## src/rtl/sslip_pkg.sv

```systemverilog
package sslip_pkg;

  // Codes carried in the input tuser bit
  typedef enum logic {
    KindLoad   = 1'b0,
    KindSample = 1'b1
  } kind_e;

  // Configuration register indexes
  typedef enum logic [1:0] {
    RegOutputLimit = 2'd0,
    RegEntryCount  = 2'd1
  } cfg_reg_e;

  // Output buffer geometry
  localparam int unsigned OutDepth = 4;
  localparam int unsigned OutPtrW  = 2;
  localparam int unsigned OutCntW  = 3;

  // One result beat
  typedef struct packed {
    logic [31:0] bits;
    logic        inserted;
    logic        last;
  } sslip_res_t;

  // Results produced by one input beat: none, one or two
  typedef struct packed {
    logic [1:0] num;
    sslip_res_t first;
    sslip_res_t second;
  } sslip_push_t;

endpackage

```

## src/rtl/sslip_out_fifo.sv

```systemverilog
module sslip_out_fifo
  import sslip_pkg::*;
(
  input  logic        clk_i,
  input  logic        rst_ni,
  input  sslip_push_t push_i,
  output logic        room_o,
  output logic        out_valid_o,
  input  logic        out_ready_i,
  output sslip_res_t  out_res_o
);

  sslip_res_t         mem_q [OutDepth];
  logic [OutPtrW-1:0] wr_q;
  logic [OutPtrW-1:0] rd_q;
  logic [OutCntW-1:0] cnt_q;
  logic               pop;

  assign pop         = (cnt_q != '0) && out_ready_i;
  assign out_valid_o = (cnt_q != '0);
  assign out_res_o   = mem_q[rd_q];
  // Room for the worst case of one input beat
  assign room_o      = (cnt_q <= OutCntW'(OutDepth - 2));

  // Result storage, up to two writes per cycle
  always_ff @(posedge clk_i) begin
    if (push_i.num != 2'd0) begin
      mem_q[wr_q] <= push_i.first;
    end
    if (push_i.num == 2'd2) begin
      mem_q[wr_q + OutPtrW'(1)] <= push_i.second;
    end
  end

  // Pointers and fill level
  always_ff @(posedge clk_i or negedge rst_ni) begin
    if (!rst_ni) begin
      wr_q  <= '0;
      rd_q  <= '0;
      cnt_q <= '0;
    end else begin
      wr_q  <= wr_q + OutPtrW'(push_i.num);
      rd_q  <= rd_q + OutPtrW'(pop);
      cnt_q <= cnt_q + OutCntW'(push_i.num) - OutCntW'(pop);
    end
  end

  a_cnt_bound: assert property (@(posedge clk_i) disable iff (!rst_ni)
    cnt_q <= OutCntW'(OutDepth))
    else $error("output buffer overfilled");

  a_ptr_gap: assert property (@(posedge clk_i) disable iff (!rst_ni)
    (wr_q - rd_q) == cnt_q[OutPtrW-1:0])
    else $error("output buffer pointers disagree with fill level");

endmodule

```

## config.mk

```make
export PLATFORM = sky130hd
export DESIGN_NAME = sslip_out_fifo
export DESIGN_NICKNAME = d
export VERILOG_FILES = /design/src/rtl/sslip_pkg.sv /design/src/rtl/sslip_out_fifo.sv
export SDC_FILE = /design/constraint.sdc
export NUM_CORES = 1
export LEC_CHECK = 0
export BUFFER_PORTS_ARGS = -buffer_cell sky130_fd_sc_hd__buf_2
export CORE_ASPECT_RATIO = 0.8
export CORE_UTILIZATION = 63
export CTS_BUF_LIST = sky130_fd_sc_hd__clkbuf_4
export CTS_CLUSTER_DIAMETER = 30
export DETAILED_ROUTE_END_ITERATION = 12
export PLACE_DENSITY = 0.87
export SKIP_CTS_REPAIR_TIMING = 1
export SLEW_MARGIN = 20
export SYNTH_ARGS = -nofsm -noshare
export SYNTH_HDL_FRONTEND = slang
export SYNTH_SLANG_ARGS = --single-unit
export TNS_END_PERCENT = 1
```

## constraint.sdc

```tcl
create_clock -name clk_i -period 5.8 [get_ports clk_i]
set_input_delay 0.29 -clock clk_i [delete_from_list [all_inputs] [get_ports clk_i]]
set_output_delay 0.29 -clock clk_i [all_outputs]
set_load 0.1 [all_outputs]
```

# Word level (Yosys, flattened, before mapping)
# Memories as Yosys holds them, arrays and structs flattened.
# Index checks and enable logic that the tools add are counted.
# classes
n_lt_le_gt_ge	1
eq_ne	1
n_mux	4
addsub	5
reduce_logical	3
# op_table
op	n
2-to-1 mux 1 bit	4
adder 3 x 2 -> 3 bit	1
<= comparator 3 x 2 -> 1 bit, second input constant	1
nonzero test 3 bit	1
subtractor 3 x 1 -> 3 bit	1
adder 2 x 1 -> 2 bit	1
adder 2 x 1 -> 2 bit, second input constant	1
adder 2 bit	1
equality test 2 bit, second input constant	1
nonzero test 2 bit	1
logical AND 1 bit	1
# totals
elab_cells	18
memories	1
inputBits	73
mem_bits_rw	136
ff_bits	7
# mem_list
memory	words	word_bits	rd	rd_ports_with_merged_regs	write_ports	line_no	source
mem_q	4	34	1	0	2	sslip_out_fifo.sv:13	sslip_res_t mem_q [OutDepth];

# Logic depth before layout (Yosys ltp)
# Gate-level depths: netlist of run 1.
# logic_depth
ltp_word	3
mapped_depth	7
mapped_depth_nobuf	7

# Worst setup path before layout of run 1
# No wires, ideal clock.
# synth_timing
path_type	register to register
from	register wr_q[0]
to	memory mem_q[0][0] (netlist name) (enable)
required_ns	5.328
synth_period_minus_slack_ns	3.536
setup_ns	0.472
n_path_buf	0
arrival_ns	3.063
path_slack_ns	2.264
path_stages_with_launch	3
cell_sequence	dfrtp_1 -> o21bai_1 -> o21ai_0
# synth_lines
element	line_no	source
start: declaration	sslip_out_fifo.sv:14	logic [OutPtrW-1:0] wr_q;
start signal: assignment	sslip_out_fifo.sv:42	wr_q <= wr_q + OutPtrW'(push_i.num);
end: declaration	sslip_out_fifo.sv:13	

==> summary.txt, run 1 <==
Status
  – Outcome: completed

Setup path
  – CP max stage cell: mux4_2
  – R2R cell count: 3
  – Reg2reg end: mem_q[3][10]$_DFFE_PP_
  – Crit start category: flip-flop
  – Crit path largest cell delay: ~0.64 ns
  – Worst-path maximum fanout: 30
  – Critical path type: flip-flop to output port
  – Reg2reg setup slack: 3.19 ns
  – Critical Path, Cell by Cell: buf_4, mux4_2, buf_2
  – WP buf/inv: 2
  – Worst reg2reg path startpoint: wr_q[1]$_DFF_PN0_
  – WP data required: 5.51 ns
  – Critical path capture point type: output port
  – Crit path max-delay family: buffers and inverters
  – CP arrival: 2.57 ns

Timing
  – Setup WS post-layout: ~2.9 ns
  – Final period util: 0.493
  – Tmin final: 2.86 ns
  – Fmax: 350 MHz
  – Clock Skew: around 0.021 ns
  – Hold Fails Final Rpt: 0
  – Rel. slew slack: 0.375
  – Setup_tns: 0 ns
  – Slew Viols, Final: 0
  – Endpoints failing setup: 0
  – RSZ-0062 raised after global routing: no
  – Worst slew pin tran: 0.937 ns

Layout
  – Final Net Count: 559
  – Layout area overhead: 14.7%
  – Register area: 4260 um^2
  – FILL cells: 670
  – Fin area: 8030 um^2
  – Area of the multi-input gates: 2620 um^2
  – Layout cells sized above 1: 0.655
  – Post-Layout Cell Count: 641

Floorplan
  – Die Y-Extent: ~96 um
  – Starting Density: 0.645
  – Die Wd: between 100 and 150 um
  – Core Footprint: between 10000 and 15000 um^2
  – Total Die Area: 11500 um^2
  – # IOs: 109
  – Site Rows: 34

Global route
  – Total GRT Usage: 0.259
  – Largest net degree at the start of global routing: 36
  – First-pass GRT wire length: 21400 um
  – Initial antenna violation count: 2
  – Gr ovfl total: 0
  – Vias in the first global route: 4007

Synth
  – Most frequent cell after synthesis: edfxtp_1
  – Register area share after synthesis: 0.609
  – Yosys warns: 0
  – Synth Flop Type: edfxtp_1
  – Synth unique cells: 26
  – Mapped Cells: around 370
  – Post-synth top cells: 136 x edfxtp_1, 134 x mux2_2, 34 x mux4_2, 10 x buf_2
  – Post-Syn Area: 7000 um^2
  – Yosys reg bits: 143
  – Number of enable flip-flop cells after synthesis: ~140
  – Syn Nets: approximately 450
  – Post-synth top area cell: edfxtp_1
  – Mean Syn Cell Area: approximately 19 um^2
  – Top-area cell type share of the netlist area: 0.584
  – Ranking of synthesized cells by area: edfxtp_1 58%, mux2_2 22%, mux4_2 11%
  – Asr flop ratio synth: 0.0490

Routing
  – Routed Antenna Nets: 0
  – 1st-iter DRT viols: 381
  – Drt drc: 0
  – M1 WL: 5920 um
  – Top Layer Used: met4
  – Total wire length: ~14000 um
  – WL met3: 962 um
  – Wire length on met2: 7040 um
  – DR vias: about 4000
  – Pre-antenna DRT Iters: 4
  – DR WL/cell: about 22 um
  – Via/cell ratio: 6.09

Clocking
  – Clock sink count: around 140
  – Clk buf depth: 2
  – H-tree Lvls: 4
  – TritonCTS Buffers: 17
  – CTS Root Cell: clkbuf_4
  – CTS tree: done
  – Clock Latency Late Sink: 0.55 ns
  – Clk slew on worst S/H paths: 0.10 ns

Min path
  – Min-Delay Endpoint: rd_q[0]$_DFF_PN0_
  – Hold Startpoint: out_ready_i
  – Hold Path Class: primary input to flip-flop
  – Hold Crit Depth: 3

Flow run
  – Max-cap violations: 0

Placement
  – Routability cong.: around 0.74
  – Worst slack, placed: 3.19 ns
  – IO Port Bufs: 108
  – Placed inst area: 7670 um^2
  – Placed Cells: 604
  – Final HPWL DP: 8690 um
metal layers:
| layer | global-route usage | vias up |
|---|---|---|
| li1 | - | 1742 |
| met2 | 0.428 | 160 |
| met5 | 0 | - |
| met3 | 0.0729 | 18 |
| met1 | 0.332 | 1985 |
| met4 | 0.0990 | 0 |
metrics by stage:
stage | util | hold WS (ns)
after floorplan | - | -0.00559
after global placement | 0.707 | 0.129
after detailed placement | 0.707 | 0.130
after CTS | 0.734 | -0.463
after global routing | 0.740 | 0.0456
final | 0.740 | 0.0700
tightest hold or removal path: stages:
cell and delay, ns:
buf_2 0.12, o31ai_1 0.09, xnor2_1 0.07
sequential cells by signal, indices dropped and copies added, names as in the netlist:
| register | flops |
|---|---|
| mem_q | 136 |
| cnt_q | 3 |
| rd_q | 2 |
| wr_q | 2 |
area by class of cell:
cell class | instances | share of cell area
inverters | 5 | 0.00234
well taps | 144 | 0.0224
clock inverters | 12 | 0.0179
repair buffers | 118 | 0.0810
multi-input cells | 197 | 0.326
flip-flops and latches | 143 | 0.531
diodes | 2 | 0.000623
clock buffers | 20 | 0.0187
worst max-delay path by stage:
stage / cells past startpoint / startpoint / endpoint
floorplan: 2 / wr_q[0]$_DFF_PN0_ / mem_q[0][0]$_DFFE_PP_
global placement: 3 / wr_q[1]$_DFF_PN0_ / mem_q[3][15]$_DFFE_PP_
detailed placement: 3 / wr_q[1]$_DFF_PN0_ / mem_q[3][13]$_DFFE_PP_
CTS: 3 / rd_q[0]$_DFF_PN0_ / out_res_o[26]
global route: 3 / rd_q[0]$_DFF_PN0_ / out_res_o[26]
finish: 3 / rd_q[0]$_DFF_PN0_ / out_res_o[26]
layout by cell type (no fill, tap or decap), drive strengths merged, types with 2 or more instances in the layout:
master / count
o21bai: 2
diode: 2
edfxtp: 136
xnor2: 5
mux4: 34
inv: 5
mux2i: 2
clkinv: 7
nor2: 3
clkbuf: 20
buf: 117
nor4bb: 2
dfrtp: 7
bufinv: 3
o21ai: 2
mux2: 136
ha: 3
clkinvlp: 2
kinds of logic after synthesis:
group | synth area share
compound gates | 0.00661
xor+xnor | 0.00751
fa+ha+maj | 0.00823
buf+inv | 0.0270
flops | 0.609
mux | 0.331
simple gates | 0.0109
Power of run 1 is not shown: default switching activity piles up to over one toggle a cycle in this logic, so the estimate is an artifact.
==> run 2: changes to the inputs <==
--- a/config.mk
+++ b/config.mk
@@ -7,11 +7,11 @@
 export LEC_CHECK = 0
 export BUFFER_PORTS_ARGS = -buffer_cell sky130_fd_sc_hd__buf_2
 export CORE_ASPECT_RATIO = 0.8
-export CORE_UTILIZATION = 63
+export CORE_UTILIZATION = 59
 export CTS_BUF_LIST = sky130_fd_sc_hd__clkbuf_4
 export CTS_CLUSTER_DIAMETER = 30
 export DETAILED_ROUTE_END_ITERATION = 12
-export PLACE_DENSITY = 0.87
+export PLACE_DENSITY = 0.82
 export SKIP_CTS_REPAIR_TIMING = 1
 export SLEW_MARGIN = 20
 export SYNTH_ARGS = -nofsm -noshare
==> constraint.sdc (replaced) <==
create_clock -name clk_i -period 2.8 [get_ports clk_i]
set_input_delay 0.14 -clock clk_i [delete_from_list [all_inputs] [get_ports clk_i]]
set_output_delay 0.14 -clock clk_i [all_outputs]
set_load 0.1 [all_outputs]
==> summary.txt, run 2 (synthesis results as in run 1) <==
Timing
  – Worst slew pin tran: 0.921 ns (was 0.937 ns)
  – RSZ-0062 raised after global routing: no (unchanged)
  – Fmax: 374 MHz
  – Final period util: 0.956
  – Hold_ws: 0.0840 ns (was 0.0700 ns)
  – Slew Viols, Final: 0 (unchanged)
  – Clock Skew: 0.0135 ns (was 0.0209 ns)
  – Tmin final: 2.68 ns
  – Rel. slew slack: 0.383 (was 0.375)
  – Setup_tns: 0 ns (unchanged)
  – Hold Fails Final Rpt: 0 (unchanged)
  – Endpoints failing setup: 0 (unchanged)

Routing
  – Drt drc: 0 (unchanged)
  – Total wire length: 15800 um (was 14200 um)
  – Routed Antenna Nets: 0 (unchanged)
  – DR WL/cell: 20.9 um (was 22.1 um)
  – 1st-iter DRT viols: 245 (was 381)
  – Via/cell ratio: 5.75 (was 6.09)
  – DR vias: 4353 (was 3905)
  – Pre-antenna DRT Iters: 4 (unchanged)

Clocking
  – Clock Latency Late Sink: 0.53 ns (was 0.55 ns)
  – CTS Root Cell: clkbuf_4 (unchanged)
  – Clk buf depth: 2 (unchanged)
  – Clk slew on worst S/H paths: 0.14 ns (was 0.10 ns)
  – TritonCTS Buffers: 17 (unchanged)
  – Clock sink count: 143 (unchanged)
  – CTS tree: done (unchanged)
  – H-tree Lvls: 4 (unchanged)

Layout
  – Largest register FFs: 136 (unchanged)
  – Layout Utilization: 0.795 (was 0.740)
  – Layout area overhead: 30.9% (was 14.7%)
  – Fin area: 9160 um^2 (was 8030 um^2)
  – Top reg by flops: mem_q (unchanged)
  – Commonest non-fill, non-tap cells in the layout: 136 x edfxtp_1, 134 x mux2_2, 108 x buf_2, 105 x dlygate4sd3_1, 34 x mux4_2 (was 136 x edfxtp_1, 134 x mux2_2, 108 x buf_2, 34 x mux4_2, 20 x clkbuf_4)
  – Top flop regs: mem_q x136, cnt_q x3 (unchanged)
  – Antenna Cells: 0 (was 2)
  – Most common cell after layout, fill and taps aside: edfxtp_1 (unchanged)
  – Final Net Count: 673 (was 559)
  – Layout cells sized above 1: 0.553 (was 0.655)
  – FILL cells: 629 (was 670)

Global route
  – Vias in the first global route: 4133 (was 4007)
  – GR peak layer: met2 (unchanged)
  – Largest net degree at the start of global routing: 26 (was 36)
  – Met2 Resource Use GR: 0.398 (was 0.428)
  – Initial antenna violation count: 0 (was 2)
  – Gr ovfl total: 0 (unchanged)
  – GR Util met3: 0.0808 (was 0.0729)
  – Grt met1 use: 0.342 (was 0.332)
  – Total GRT Usage: 0.254 (was 0.259)
  – First-pass GRT wire length: 22200 um (was 21400 um)

Setup path
  – Crit path largest cell delay: 0.59 ns (was 0.64 ns)
  – R2R cell count: 5 (was 3)
  – Crit path max-delay family: buffers and inverters (unchanged)
  – WP data required: 3.10 ns (was 5.51 ns)
  – CP arrival: 2.98 ns (was 2.57 ns)
  – Most common cell on crit path: buf_4
  – Critical path capture point type: flip-flop (was output port)
  – Worst-path maximum fanout: 20 (was 30)
  – CP max stage cell: dfrtp_1 (was mux4_2)
  – Worst reg2reg path startpoint: wr_q[1]$_DFF_PN0_ (unchanged)
  – WP buf/inv: 3 (was 2)
  – Crit path from: wr_q[1]$_DFF_PN0_ (was rd_q[0]$_DFF_PN0_)
  – Crit start category: flip-flop (unchanged)
  – Critical Path End: mem_q[2][5]$_DFFE_PP_ (was out_res_o[26])
  – Reg2reg end: mem_q[2][5]$_DFFE_PP_ (was mem_q[3][10]$_DFFE_PP_)
  – Critical path type: flip-flop to flip-flop (was flip-flop to output port)
  – Worst path depth: 5 (was 3)
  – Reg2reg setup slack: 0.12 ns (was 3.19 ns)
  – Critical Path, Cell by Cell: nor4bb_4, buf_4, buf_4, mux2_2, dlygate4sd3_1 (was buf_4, mux4_2, buf_2)

Placement
  – Final HPWL DP: 9300 um (was 8690 um)
  – Placed inst area: 7790 um^2 (was 7670 um^2)
  – Routability cong.: 0.790 (was 0.738)
  – IO Port Bufs: 108 (unchanged)

Floorplan
  – Starting Density: 0.608 (was 0.645)
  – Die Y-Extent: 99.4 um (was 96.3 um)
  – Total Die Area: 12300 um^2 (was 11500 um^2)
  – Site Rows: 35 (was 34)
  – Die Wd: 124 um (was 120 um)
  – Core Footprint: 11500 um^2 (was 10800 um^2)
  – # IOs: 109 (unchanged)

Flow run
  – Max-cap violations: 0 (unchanged)

Min path
  – Hold Path Class: primary input to flip-flop (unchanged)

Status
  – Outcome: completed (unchanged)
-- run 2: cell types whose count changed in the layout (fill, tap and decap cells not counted), sizes merged --
cell and change:
inv +5, clkbuf -2, clkinvlp +1, diode -2, clkinv -4, buf +10
dlygate4sd3 +104
-- run 2: area by class of cell --
class | instances | area [um^2] | area share
Timing Repair Buffer | 232 | 1760 | 0.192
Multi-Input combinational cell | 197 | 2620 | 0.286
Tap cell | 148 | 185 | 0.0202
Inverter | 5 | 18.8 | 0.00205
Clock buffer | 18 | 135 | 0.0148
Sequential cell | 143 | 4260 | 0.465
Clock inverter | 14 | 181 | 0.0198
-- run 2: metal layers --
| layer | wire length, um | part of all wire |
|---|---|---|
| met5 | 0 | 0 |
| met4 | 150 | 0.0095 |
| met3 | 1020 | 0.064 |
| met2 | 8050 | 0.51 |
| met1 | 6630 | 0.42 |
-- run 2: worst min path at each step --
stage | start | end | slack [ns] | cells after the start
after global routing | push_i[68] | cnt_q[0]$_DFF_PN0_ | 0.03 | 2
after floorplan | rst_ni | cnt_q[0]$_DFF_PN0_ | -0.16 | 0
after CTS | rst_ni | wr_q[1]$_DFF_PN0_ | -0.63 | 1
after detailed placement | rst_ni | cnt_q[0]$_DFF_PN0_ | -0.01 | 1
final | push_i[68] | cnt_q[0]$_DFF_PN0_ | 0.08 | 2
after global placement | rst_ni | cnt_q[0]$_DFF_PN0_ | -0.02 | 1
-- run 2: metrics by stage --
stage / cells / worst slack (ns)
final: 757 / 0.124
after CTS: 652 / 0.401
after detailed placement: 620 / 0.595
after global routing: 757 / 0.0479
after global placement: 620 / 0.686
after floorplan: 369 / 0.111
Power of run 2 is left out for the same reason.
==> run 3: changes to the inputs <==
--- a/config.mk
+++ b/config.mk
@@ -7,12 +7,13 @@
 export LEC_CHECK = 0
 export BUFFER_PORTS_ARGS = -buffer_cell sky130_fd_sc_hd__buf_2
 export CORE_ASPECT_RATIO = 0.8
-export CORE_UTILIZATION = 59
+export CORE_UTILIZATION = 63
 export CTS_BUF_LIST = sky130_fd_sc_hd__clkbuf_4
 export CTS_CLUSTER_DIAMETER = 30
 export DETAILED_ROUTE_END_ITERATION = 12
-export PLACE_DENSITY = 0.82
+export PLACE_DENSITY = 0.87
 export SKIP_CTS_REPAIR_TIMING = 1
+export SKIP_LAST_GASP = 1
 export SLEW_MARGIN = 20
 export SYNTH_ARGS = -nofsm -noshare
 export SYNTH_HDL_FRONTEND = slang
==> constraint.sdc (replaced) <==
create_clock -name clk_i -period 3.12 [get_ports clk_i]
set_input_delay 0.156 -clock clk_i [delete_from_list [all_inputs] [get_ports clk_i]]
set_output_delay 0.156 -clock clk_i [all_outputs]
set_load 0.02 [all_outputs]
==> summary.txt, run 3 (synthesis results as in run 1) <==
Clocking
  – CTS Root Cell: clkbuf_4 (unchanged)
  – TritonCTS Buffers: 17 (unchanged)
  – Clock sink count: 143 (unchanged)
  – Clock Latency Late Sink: 0.55 ns (was 0.53 ns)
  – Clk slew on worst S/H paths: 0.11 ns (was 0.14 ns)
  – CTS tree: done (unchanged)
  – H-tree Lvls: 4 (unchanged)
  – Clk buf depth: 2 (unchanged)

Timing
  – Clock Skew: 0.0240 ns (was 0.0135 ns)
  – Slew Viols, Final: 0 (unchanged)
  – RSZ-0062 raised after global routing: no (unchanged)
  – Tmin final: 2.93 ns (was 2.68 ns)
  – Rel. slew slack: 0.330 (was 0.383)
  – Fmax: 341 MHz (was 374 MHz)
  – Endpoints failing setup: 0 (unchanged)
  – Final period util: 0.940 (was 0.956)
  – Setup_tns: 0 ns (unchanged)
  – Worst slew pin tran: 1.00 ns (was 0.921 ns)
  – Hold Fails Final Rpt: 0 (unchanged)

Setup path
  – Worst reg2reg path startpoint: wr_q[1]$_DFF_PN0_ (unchanged)
  – WP buf/inv: 2 (was 3)
  – Critical path type: flip-flop to flip-flop (unchanged)
  – Crit start category: flip-flop (unchanged)
  – Crit path max-delay family: buffers and inverters (unchanged)
  – CP max stage cell: nor4bb_4 (was dfrtp_1)
  – Critical path capture point type: flip-flop (unchanged)
  – Reg2reg end: mem_q[3][28]$_DFFE_PP_ (was mem_q[2][5]$_DFFE_PP_)
  – Crit path largest cell delay: 0.72 ns (was 0.59 ns)
  – R2R cell count: 4 (was 5)
  – Critical Path, Cell by Cell: nor4bb_4, buf_4, mux2_2, dlygate4sd3_1 (was nor4bb_4, buf_4, buf_4, mux2_2, dlygate4sd3_1)
  – Worst-path maximum fanout: 10 (was 20)
  – Reg2reg setup slack: 0.19 ns (was 0.12 ns)
  – WP data required: 3.42 ns (was 3.10 ns)
  – CP arrival: 3.23 ns (was 2.98 ns)

Routing
  – Pre-antenna DRT Iters: 5 (was 4)
  – Routed Antenna Nets: 0 (unchanged)
  – 1st-iter DRT viols: 341 (was 245)
  – DR vias: 4499 (was 4353)
  – Drt drc: 0 (unchanged)
  – Via/cell ratio: 5.99 (was 5.75)
  – DR WL/cell: 22.3 um (was 20.9 um)
  – Total wire length: 16800 um (was 15800 um)

Global route
  – Initial antenna violation count: 0 (unchanged)
  – Largest net degree at the start of global routing: 36 (was 26)
  – Vias in the first global route: 4138 (was 4133)
  – First-pass GRT wire length: 22100 um (was 22200 um)
  – Gr ovfl total: 0 (unchanged)
  – Total GRT Usage: 0.269 (was 0.254)

Flow run
  – Max-cap violations: 0 (unchanged)

Min path
  – Hold Startpoint: push_i[68] (unchanged)
  – Min-Delay Endpoint: cnt_q[0]$_DFF_PN0_ (unchanged)
  – Hold Crit Depth: 2 (unchanged)
  – Hold Path Class: primary input to flip-flop (unchanged)

Floorplan
  – Total Die Area: 11500 um^2 (was 12300 um^2)
  – # IOs: 109 (unchanged)
  – Die Y-Extent: 96.3 um (was 99.4 um)
  – Core Footprint: 10800 um^2 (was 11500 um^2)
  – Die Wd: 120 um (was 124 um)
  – Site Rows: 34 (was 35)
  – Starting Density: 0.645 (was 0.608)

Placement
  – IO Port Bufs: 108 (unchanged)
  – Final HPWL DP: 9400 um (was 9300 um)
  – Placed Cells: 615 (was 620)
  – Placed inst area: 7770 um^2 (was 7790 um^2)
  – Routability cong.: 0.771 (was 0.790)

Layout
  – Antenna Cells: 0 (unchanged)
  – Fin area: 9080 um^2 (was 9160 um^2)
  – Commonest non-fill, non-tap cells in the layout: 136 x edfxtp_1, 134 x mux2_2, 108 x buf_2, 105 x dlygate4sd3_1, 34 x mux4_2 (unchanged)
  – Largest register FFs: 136 (unchanged)
  – Layout cells sized above 1: 0.545 (was 0.553)
  – Most common cell after layout, fill and taps aside: edfxtp_1 (unchanged)
  – Layout area overhead: 29.7% (was 30.9%)
  – Layout Utilization: 0.837 (was 0.795)
  – Top flop regs: mem_q x136, cnt_q x3 (unchanged)
  – Final Net Count: 672 (was 673)
  – Top reg by flops: mem_q (unchanged)
  – Post-Layout Cell Count: 751 (was 757)

Status
  – Outcome: completed (unchanged)

Power and ir drop
  – Max VDD drop: 0.000649 V
  – Pwr dens: 806 nW/um^2
  – Leakage: 3.34 nW
## run 3: cell types whose count changed in the layout (fill, tap and decap cells not counted)
cell,previous run,this run
clkinv_2,1,2
clkinv_4,2,1
clkbuf_4,18,22
buf_12,2,1
clkinv_1,0,4
bufinv_16,3,2
inv_8,1,0
clkinvlp_4,3,0
inv_6,4,0
## run 3: worst max path at each step
stage	from	endpoint	slack (ns)	depth (start not counted)
after detailed placement	wr_q[1]$_DFF_PN0_	mem_q[0][0]$_DFFE_PP_	0.71	3
after global routing	wr_q[1]$_DFF_PN0_	mem_q[3][28]$_DFFE_PP_	0.15	4
after floorplan	wr_q[0]$_DFF_PN0_	mem_q[2][0]$_DFFE_PP_	0.43	2
final	wr_q[1]$_DFF_PN0_	mem_q[3][28]$_DFFE_PP_	0.19	4
after CTS	wr_q[1]$_DFF_PN0_	mem_q[0][30]$_DFFE_PP_	0.73	3
after global placement	wr_q[1]$_DFF_PN0_	mem_q[0][0]$_DFFE_PP_	0.79	3
## run 3: metal layers
| metal | vias up | wire length [um] | track usage |
|---|---|---|---|
| met1 | 2250 | 6550 | 0.356 |
| met2 | 262 | 8820 | 0.446 |
| met5 | - | 0 | 0 |
| met4 | 0 | 274 | 0.0854 |
| li1 | 1960 | - | - |
| met3 | 27 | 1130 | 0.0640 |
## run 3: cell type report
type,count,area [um^2]
Multi-Input combinational cell,197,2620
Sequential cell,143,4260
Tap cell,144,180
Clock inverter,9,93.8
Timing Repair Buffer,231,1740
Fill cell,526,1770
Clock buffer,22,165
Inverter,5,18.8
## run 3: per-stage QoR
| step | power, mW | hold slack (ns) | setup slack, ns |
|---|---|---|---|
| after floorplan | 5.07 | -0.140 | 0.431 |
| after global routing | 7.62 | 0.0518 | 0.152 |
| after CTS | 7.13 | -0.578 | 0.727 |
| final | 7.31 | 0.0807 | 0.187 |
| after global placement | 5.92 | -0.00670 | 0.794 |
| after detailed placement | 6.03 | 0.00437 | 0.708 |
## run 3: power by group
| group | switching [mW] | total, mW | internal [mW] | leakage [nW] |
|---|---|---|---|---|
| Clock | 0.641 | 1.14 | 0.504 | 0.148 |
| Sequential | 0.337 | 3.19 | 2.85 | 1.35 |
| Combinational | 1.61 | 2.98 | 1.37 | 1.84 |
| Total | 2.58 | 7.31 | 4.73 | 3.34 |
## run 3: worst reg2reg max path, cell delays in order, from the launching register on
cell	delay (ns)
dfrtp_1	0.69
nor4bb_4	0.73
buf_4	0.35
mux2_2	0.36
dlygate4sd3_1	0.57
Power figures use the tool's default switching activity.
